--- src/rtl/core/esfp_pkg.sv ---
// ----------------------------------------------------------------------------
// Environment sensor frame parser package
// Shared types, frame layout constants and divide-by-100 helpers.
// ----------------------------------------------------------------------------
package esfp_pkg;

    localparam int unsigned FRAME_LEN = 24;
    localparam int unsigned HDR_LEN   = 4;
    localparam int unsigned POS_W     = 5;

    localparam logic [7:0] HDR_SYNC  = 8'h5A;
    localparam logic [7:0] HDR_TYPE  = 8'h15;
    localparam logic [7:0] HDR_COUNT = 8'h04;

    localparam logic [POS_W-1:0] POS_LIGHT0 = 5'd4;
    localparam logic [POS_W-1:0] POS_LIGHT1 = 5'd5;
    localparam logic [POS_W-1:0] POS_LIGHT2 = 5'd6;
    localparam logic [POS_W-1:0] POS_LIGHT3 = 5'd7;
    localparam logic [POS_W-1:0] POS_TEMP0  = 5'd13;
    localparam logic [POS_W-1:0] POS_TEMP1  = 5'd14;
    localparam logic [POS_W-1:0] POS_PRESS0 = 5'd15;
    localparam logic [POS_W-1:0] POS_PRESS1 = 5'd16;
    localparam logic [POS_W-1:0] POS_PRESS2 = 5'd17;
    localparam logic [POS_W-1:0] POS_PRESS3 = 5'd18;
    localparam logic [POS_W-1:0] POS_HUMID0 = 5'd19;
    localparam logic [POS_W-1:0] POS_HUMID1 = 5'd20;
    localparam logic [POS_W-1:0] POS_ALT0   = 5'd21;
    localparam logic [POS_W-1:0] POS_ALT1   = 5'd22;
    localparam logic [POS_W-1:0] POS_LAST   = 5'd23;

    localparam logic [63:0] RECIP100_32 = 64'h0000_0000_51EB_851F;
    localparam logic [39:0] RECIP100_16 = 40'd83887;

    typedef struct packed {
        logic [31:0] light_raw;
        logic [15:0] temp_raw;
        logic [31:0] press_raw;
        logic [15:0] humid_raw;
        logic [15:0] alt_raw;
    } t_frame_fields;

    function automatic logic [7:0] hdr_byte(input logic [1:0] idx);
        logic [7:0] b;
        case (idx)
            2'd0: b = HDR_SYNC;
            2'd1: b = HDR_SYNC;
            2'd2: b = HDR_TYPE;
            2'd3: b = HDR_COUNT;
            default: b = HDR_SYNC;
        endcase
        return b;
    endfunction

    function automatic logic [25:0] div100_32(input logic [31:0] x);
        logic [63:0] p;
        p = {32'd0, x} * RECIP100_32;
        return p[62:37];
    endfunction

    function automatic logic [9:0] div100_16(input logic [15:0] x);
        logic [39:0] p;
        p = {24'd0, x} * RECIP100_16;
        return p[32:23];
    endfunction

endpackage

--- src/rtl/core/esfp_frame_capture.sv ---
// ----------------------------------------------------------------------------
// Frame capture
// Tracks the byte position, checks the header and stores the used fields.
// ----------------------------------------------------------------------------
module esfp_frame_capture (
    input  logic                   i_clk,
    input  logic                   i_rst_n,
    input  logic                   i_beat,
    input  logic [7:0]             i_rx_byte,
    output logic                   o_frame_done,
    output esfp_pkg::t_frame_fields o_fields
);
    import esfp_pkg::*;

    logic [POS_W-1:0] r_pos;
    logic [POS_W-1:0] n_pos;
    t_frame_fields    r_fields;
    logic             hdr_bad;

    assign hdr_bad      = (r_pos < POS_W'(HDR_LEN)) && (i_rx_byte != hdr_byte(r_pos[1:0]));
    assign o_frame_done = i_beat && (r_pos == POS_LAST);
    assign o_fields     = r_fields;

    always_comb begin
        n_pos = r_pos;
        if (i_beat) begin
            if (hdr_bad || r_pos >= POS_LAST) begin
                n_pos = '0;
            end else begin
                n_pos = r_pos + POS_W'(1);
            end
        end
    end

    always_ff @(posedge i_clk) begin
        if (!i_rst_n) begin
            r_pos <= '0;
        end else begin
            r_pos <= n_pos;
        end
    end

    always_ff @(posedge i_clk) begin
        if (i_beat) begin
            case (r_pos)
                POS_LIGHT0: r_fields.light_raw[31:24] <= i_rx_byte;
                POS_LIGHT1: r_fields.light_raw[23:16] <= i_rx_byte;
                POS_LIGHT2: r_fields.light_raw[15:8]  <= i_rx_byte;
                POS_LIGHT3: r_fields.light_raw[7:0]   <= i_rx_byte;
                POS_TEMP0:  r_fields.temp_raw[15:8]   <= i_rx_byte;
                POS_TEMP1:  r_fields.temp_raw[7:0]    <= i_rx_byte;
                POS_PRESS0: r_fields.press_raw[31:24] <= i_rx_byte;
                POS_PRESS1: r_fields.press_raw[23:16] <= i_rx_byte;
                POS_PRESS2: r_fields.press_raw[15:8]  <= i_rx_byte;
                POS_PRESS3: r_fields.press_raw[7:0]   <= i_rx_byte;
                POS_HUMID0: r_fields.humid_raw[15:8]  <= i_rx_byte;
                POS_HUMID1: r_fields.humid_raw[7:0]   <= i_rx_byte;
                POS_ALT0:   r_fields.alt_raw[15:8]    <= i_rx_byte;
                POS_ALT1:   r_fields.alt_raw[7:0]     <= i_rx_byte;
                default:    r_fields <= r_fields;
            endcase
        end
    end

endmodule

--- src/rtl/core/env_sensor_frame_parser_unit.sv ---
// ----------------------------------------------------------------------------
// Environment sensor frame parser
// Takes one serial byte per beat, locks onto the 5A 5A 15 04 header and, on
// the 24th byte of a frame, delivers light, temperature, pressure and
// humidity divided by 100 together with the raw altitude. A byte can be
// accepted in every cycle unless input is stalled; the final byte of a
// frame moves the result through one reciprocal multiply per field into
// the output register, where it appears in the next cycle and is held
// until taken. Input is stalled whenever a finished result is still
// waiting and the output side is not ready in that cycle.
// ----------------------------------------------------------------------------
module env_sensor_frame_parser_unit (
    input  logic        i_clk,
    input  logic        i_rst_n,
    input  logic        i_valid,
    output logic        o_ready,
    input  logic [7:0]  i_rx_byte,
    output logic        o_valid,
    input  logic        i_ready,
    output logic [25:0] o_light_level,
    output logic [9:0]  o_temperature,
    output logic [25:0] o_pressure,
    output logic [9:0]  o_humidity,
    output logic [15:0] o_altitude
);
    import esfp_pkg::*;

    logic          beat;
    logic          frame_done;
    t_frame_fields fields;
    logic          r_out_valid;
    logic [25:0]   r_light;
    logic [9:0]    r_temp;
    logic [25:0]   r_press;
    logic [9:0]    r_humid;
    logic [15:0]   r_alt;

    assign o_ready = !r_out_valid || i_ready;
    assign beat    = i_valid && o_ready;

    esfp_frame_capture u_capture (
        .i_clk        (i_clk),
        .i_rst_n      (i_rst_n),
        .i_beat       (beat),
        .i_rx_byte    (i_rx_byte),
        .o_frame_done (frame_done),
        .o_fields     (fields)
    );

    always_ff @(posedge i_clk) begin
        if (!i_rst_n) begin
            r_out_valid <= 1'b0;
        end else if (frame_done) begin
            r_out_valid <= 1'b1;
        end else if (i_ready) begin
            r_out_valid <= 1'b0;
        end
    end

    always_ff @(posedge i_clk) begin
        if (frame_done) begin
            r_light <= div100_32(fields.light_raw);
            r_temp  <= div100_16(fields.temp_raw);
            r_press <= div100_32(fields.press_raw);
            r_humid <= div100_16(fields.humid_raw);
            r_alt   <= fields.alt_raw;
        end
    end

    assign o_valid       = r_out_valid;
    assign o_light_level = r_light;
    assign o_temperature = r_temp;
    assign o_pressure    = r_press;
    assign o_humidity    = r_humid;
    assign o_altitude    = r_alt;

endmodule

--- config.mk ---
export PLATFORM = sky130hd
export DESIGN_NAME = env_sensor_frame_parser_unit
export DESIGN_NICKNAME = d
export VERILOG_FILES = /design/src/rtl/core/esfp_pkg.sv /design/src/rtl/core/esfp_frame_capture.sv /design/src/rtl/core/env_sensor_frame_parser_unit.sv
export SDC_FILE = /design/constraint.sdc
export NUM_CORES = 2
export LEC_CHECK = 0
export BUFFER_PORTS_ARGS = -buffer_cell sky130_fd_sc_hd__buf_2
export CAP_MARGIN = 5
export CORE_MARGIN = 3
export CORE_UTILIZATION = 40
export CTS_CLUSTER_SIZE = 16
export DETAILED_ROUTE_END_ITERATION = 7
export PLACE_DENSITY = 0.6
export SYNTH_ARGS = -nofsm -noshare
export SYNTH_HDL_FRONTEND = slang
export SYNTH_SLANG_ARGS = --single-unit
--- constraint.sdc ---
create_clock -name i_clk -period 17.42 [get_ports i_clk]
set_input_delay 3.484 -clock i_clk [delete_from_list [all_inputs] [get_ports i_clk]]
set_output_delay 3.484 -clock i_clk [all_outputs]
set_load 0.03 [all_outputs]
# After elaboration in Yosys (flattened, before gate mapping)
# Cells that the tools add are included.
word_totals:
  ff_bits: 206
  latchBits: 0
  ram_bits: 0
  romBits: 0
  in_bits: 12
  output_inout_bits: 90
  n_memories: 0
op_classes:
  add_sub_neg: 1
  multipliers: 4
  n_div: 0
  order_cmp: 2
  n_eq_ne: 19
  shifts: 0
  n_mux: 4
  bitwise: 0
  reduce_logical: 23
ops:
  columns: ["operator", "n"]
  rows:
  - ["$mul A32 B31 Y63 const B", 2]
  - ["$mul A16 B17 Y33 const B", 2]
  - ["$eq A5 B5 Y1 const B", 8]
  - ["$reduce_and A2 Y1", 14]
  - ["$pmux W8 S3", 1]
  - ["$eq A5 B3 Y1 const B", 4]
  - ["$eq A5 B4 Y1 const B", 3]
  - ["$ne A8 B8 Y1", 1]
  - ["$add A5 B1 Y5 const B", 1]
  - ["$ge A5 B5 Y1 const B", 1]
  - ["$lt A5 B3 Y1 const B", 1]
  - ["$mux W5", 1]
  - ["$eq A2 B2 Y1 const B", 2]
  - ["$logic_and A1 B1 Y1", 3]
  - ["$eq A2 B1 Y1 const B", 1]
  - ["$logic_not A2 Y1", 1]
  - ["$logic_or A1 B1 Y1", 2]
  - ["$mux W1", 2]
  - ["$reduce_bool A2 Y1", 1]
  - ["$reduce_or A2 Y1", 1]
  - ["$logic_not A1 Y1", 1]

# Depth between registers and ports, before layout
depth:
  word_depth: 7
  mapped_depth: 24

# By module
# From an unflattened synthesis, not the netlist that was laid out.
unflattened:
  hier_cells: 4751
  area_unflattened_um2: 50438.4
by_module_without_submodules:
  columns: ["mod", "instances", "cells_each", "area_per_inst_um2"]
  rows:
  - ["env_sensor_frame_parser_unit", 1, 4576, 46568.4]
  - ["esfp_frame_capture", 1, 175, 3870.0]

# Least setup slack after synthesis
# Ideal clock, no wire load.
synth_path:
  path_type: "in2out"
  from: "input i_ready"
  to: "output o_ready"
  t_arrival_ns: 3.801
  slack_ns: 10.135
  cell_stages: 1
  path_cell_list: "nand2b_1"
synth_between:
  elab_chain_len: 1
synth_rtl:
  columns: ["item", "line", "text"]
  rows:
  - ["start: declaration", "env_sensor_frame_parser_unit.sv:19", "input logic i_ready,"]
  - ["$logic_or A1 B1 Y1", "env_sensor_frame_parser_unit.sv:38", "assign o_ready = !r_out_valid || i_ready;"]
  - ["end: declaration", "env_sensor_frame_parser_unit.sv:16", "output logic o_ready,"]
# Every way passes these cells.

# Worst setup path after layout
layout_path:
  from: "register u_capture.r_fields, in the netlist u_capture.o_fields[93]"
  to: "register r_light[19], in the netlist o_light_level[19], data pin"
layout_between:
  elab_chain_len: 1
layout_rtl:
  columns: ["item", "line", "text"]
  rows:
  - ["start: declaration", "esfp_frame_capture.sv:17", "t_frame_fields r_fields;"]
  - ["start signal: assignment", "esfp_frame_capture.sv:60", "default: r_fields <= r_fields;"]
  - ["$mul A32 B31 Y63", "esfp_pkg.sv:56", "p = {32'd0, x} * RECIP100_32;"]
  - ["end signal: assignment", "env_sensor_frame_parser_unit.sv:62", "r_light <= div100_32(fields.light_raw);"]
  - ["end: declaration", "env_sensor_frame_parser_unit.sv:32", "logic [25:0] r_light;"]
# Every way passes these cells.
# A chain may end at the register's enable or synchronous reset.

==> results.json <==
{
  "outcome": "finished, final reports clean",
  "dr_wl_met3_um": 7410,
  "first_pass_iters": 6,
  "ant_nets": 0,
  "vias": 31200,
  "worst_pin_slew_ns": 0.772,
  "dp_hpwl_um": 116000,
  "multi_input_area_mm2": 0.0376,
  "track_usage": 0.212,
  "grt_pass1_vias": 34500,
  "fill_cells": 11800,
  "ys_types": 77,
  "worstPathRequired_ns": 17.77,
  "grt_pass1_wl_um": 205000,
  "met1_length_um": 60200,
  "numPortBuffers": 101,
  "cp_max_fo": 10,
  "rsz0062_at_grt": "no",
  "async_flop_share": 0,
  "synth_nets": 6648,
  "dp_cells": 6323,
  "seq_area_frac_synth": 0.123,
  "stdcell_count": 6375,
  "peakVddDrop_mv": 0.0779,
  "fin_skew_ns": 0.0236,
  "start_util": 0.405,
  "nNetsFinal": 6772,
  "hold_viol_final": 0,
  "postCtsHoldBufs": 0,
  "cts_num_sinks": 206,
  "comb_power_share": 0.013,
  "ys.flop_type": "edfxtp_1",
  "synthCells": 4604,
  "slew_viol_final": 0,
  "critical-path-max-stage-delay_ns": 0.80,
  "fin_hold_ws_ns": 0.420,
  "hold_class": "reg2reg",
  "swShare": 0.251,
  "postCtsResizedCells": 0,
  "crit_slowest_cell": "edfxtp_1",
  "syn_to_final_growth_pct": 7.00,
  "synth.top_cell.area_share": 0.392,
  "routed_wl_um": 130000,
  "leakagePower_nw": 28.4,
  "rows": 128,
  "internal_power_uw": 864,
  "yosysMostFrequentCell": "inv_1",
  "cts.clk_slew.worst_paths_ns": 0.06,
  "synth_edf_count": 200,
  "cts_tree": "built",
  "regArea_mm2": 0.00613,
  "worstSetupPathType": "reg2reg",
  "cp_cell_sequence": "ha_1 > inv_1 > fa_1 > inv_1 > fa_1 > fa_1 > fa_1 > fa_1 > fa_1 > inv_1 > fa_1 > inv_1 > ha_1 > and2_1 > and3_1 > nor4b_1 > a21boi_1 > o21ai_0 > a21oi_1 > o22ai_1 > o311ai_2 > xnor2_1",
  "max_freq_mhz": 122,
  "cp_data_arrival_time_ns": 8.53,
  "place_congestion": 0.968,
  "clk_path_buf_depth": 3,
  "drive_above_1_share": 0.0394,
  "antenna_found_initial": 4,
  "synth_seq_cells": 206,
  "route.detailed.drc": 0,
  "cts_htree_levels": 1,
  "p_per_area_mw_per_mm2": 21.7,
  "seq_power_share": 0.468,
  "cp_common_cell": "fa_1",
  "p_clk_frac": 0.520,
  "postCtsSetupRepairBufs": 0,
  "synth.cell_area_mm2": 0.0497,
  "overflow": 0,
  "fin_crit_ns": 8.17,
  "die-height_um": 358,
  "routed.top_layer": "met4",
  "ctsRootBufferMaster": "clkbuf_16",
  "wire_per_inst_um": 20.5,
  "start_kind": "flip-flop",
  "grt_max_degree": 47,
  "relSlewSlack": 0.481,
  "min_period_over_period": 0.469,
  "avgSynthCellArea_um2": 10.8,
  "clk_latency_ns": 0.62,
  "cts_inserted_buffers": 28,
  "routed-wl-met2_um": 59600,
  "first_iter_violations": 1521,
  "ys_warn_count": 0,
  "setup.worst_path.end_class": "flip-flop",
  "diodes": 0,
  "synthTopCellsByCount": "1,556 x inv_1, 1,060 x ha_1, 972 x fa_1, 200 x edfxtp_1, 114 x a21oi_1",
  "ios": 102,
  "finalSetupViolations": 0,
  "fp.dieW_um": 358,
  "finalSetupTns_ns": 0,
  "vias_per_cell": 4.90,
  "synthTopCellsByArea": "fa_1 39%, ha_1 27%, edfxtp_1 12%",
  "p_switching_uw": 290,
  "core_area_mm2": 0.123,
  "yosys.area.top_type": "fa_1",
  "drv_cap": 0,
  "die_area_mm2": 0.128
}
[sequential cells by signal (all words and copies together) (netlist names)]
signal / count
o_pressure: 26
o_temperature: 10
o_light_level: 26
o_altitude: 16
o_valid: 1
u_capture.o_fields: 112
o_humidity: 10
u_capture.r_pos: 5
[cell usage in the layout (no fill, tap or decap), types with 5 or more instances in the layout]
cell	synthesis	routed
xnor2_1	55	55
nor2_1	73	73
nand2_1	79	79
o21ai_0	62	62
edfxtp_1	200	200
nand3_1	39	39
o21a_1	10	10
and3_1	28	28
clkbuf_16	0	28
buf_4	0	5
a31oi_1	8	8
dfxtp_1	6	6
a211oi_1	14	14
inv_6	0	7
ha_1	1060	1060
inv_1	1556	1555
buf_2	0	101
nor3_1	24	24
or3_1	6	6
nand4_1	32	32
a211oi_2	5	5
or2_2	6	6
nor2b_1	17	17
a21boi_0	5	5
fa_1	972	972
o21ai_1	7	7
xor2_1	26	26
o211ai_1	10	10
o21bai_1	13	13
a311oi_1	9	9
a21oi_1	114	114
and2_1	15	15
a21o_1	62	62
clkinv_4	0	6
nand2b_1	8	8
[layer usage]
metal,vias up,global-route usage
met4,0,0.0434
li1,14500,-
met3,142,0.0334
met1,15900,0.304
met2,659,0.340
met5,-,0
[critical path: cells and delay by family, from the launching register on]
kind                     cells  cell delay [ns]
flip-flops                   1             0.80
AO/OA/AOI/OAI                5             1.60
buffers and inverters        4             0.40
XOR/XNOR                     1             0.11
AND/OR/NAND/NOR              3             0.86
adder cells (fa/ha/maj)      9             4.14
[stage by stage]
step                power (mW)  area, um^2  setup WS, ns  utilization
floorplan                0.552       49700         10.14            -
global placement         0.565       52200          9.29        0.426
detailed placement       0.565       52200          9.35        0.426
CTS                       1.18       53100          9.27        0.434
global route              1.19       53100          8.99        0.434
finish                    1.15       53100          9.25        0.434
[final timing paths]
| kind | slack (ns) | startpoint | endpoint | cells past startpoint |
|---|---|---|---|---|
| worst max-delay path | 9.25 | u_capture.o_fields[93] | o_light_level[19] | 22 |
| worst min-delay path | 0.42 | u_capture.o_fields[3] | o_altitude[3] | 0 |
| worst max register to register | 9.25 | u_capture.o_fields[93] | o_light_level[19] | 22 |
| worst min register to register | 0.42 | u_capture.o_fields[3] | o_altitude[3] | 0 |
[power by group through the flow]
| stage | clock network, mW | logic (mW) | registers, mW |
|---|---|---|---|
| floorplan | 0 | 0.00177 | 0.550 |
| global placement | 0 | 0.0151 | 0.550 |
| detailed placement | 0 | 0.0148 | 0.550 |
| CTS | 0.623 | 0.0152 | 0.540 |
| global route | 0.637 | 0.0154 | 0.539 |
| finish | 0.600 | 0.0146 | 0.540 |
[cell families after synthesis]
| family | after synthesis | share of synthesized area |
|---|---|---|
| adder cells (fa/ha/maj) | 2032 | 0.659 |
| buffers and inverters | 1568 | 0.119 |
| AO/OA/AOI/OAI | 369 | 0.0489 |
| AND/OR/NAND/NOR | 347 | 0.0355 |
| flip-flops | 206 | 0.123 |
| XOR/XNOR | 81 | 0.0143 |
| multiplexers | 1 | 0.000202 |
[cell type report]
class | instances | area share
Clock buffer | 28 | 0.0132
Clock inverter | 24 | 0.00466
Inverter | 1556 | 0.110
Multi-Input combinational cell | 2830 | 0.708
Sequential cell | 206 | 0.115
Tap cell | 1625 | 0.0383
Timing Repair Buffer | 106 | 0.0102
No activity file was read; power rests on OpenSTA's default activity.
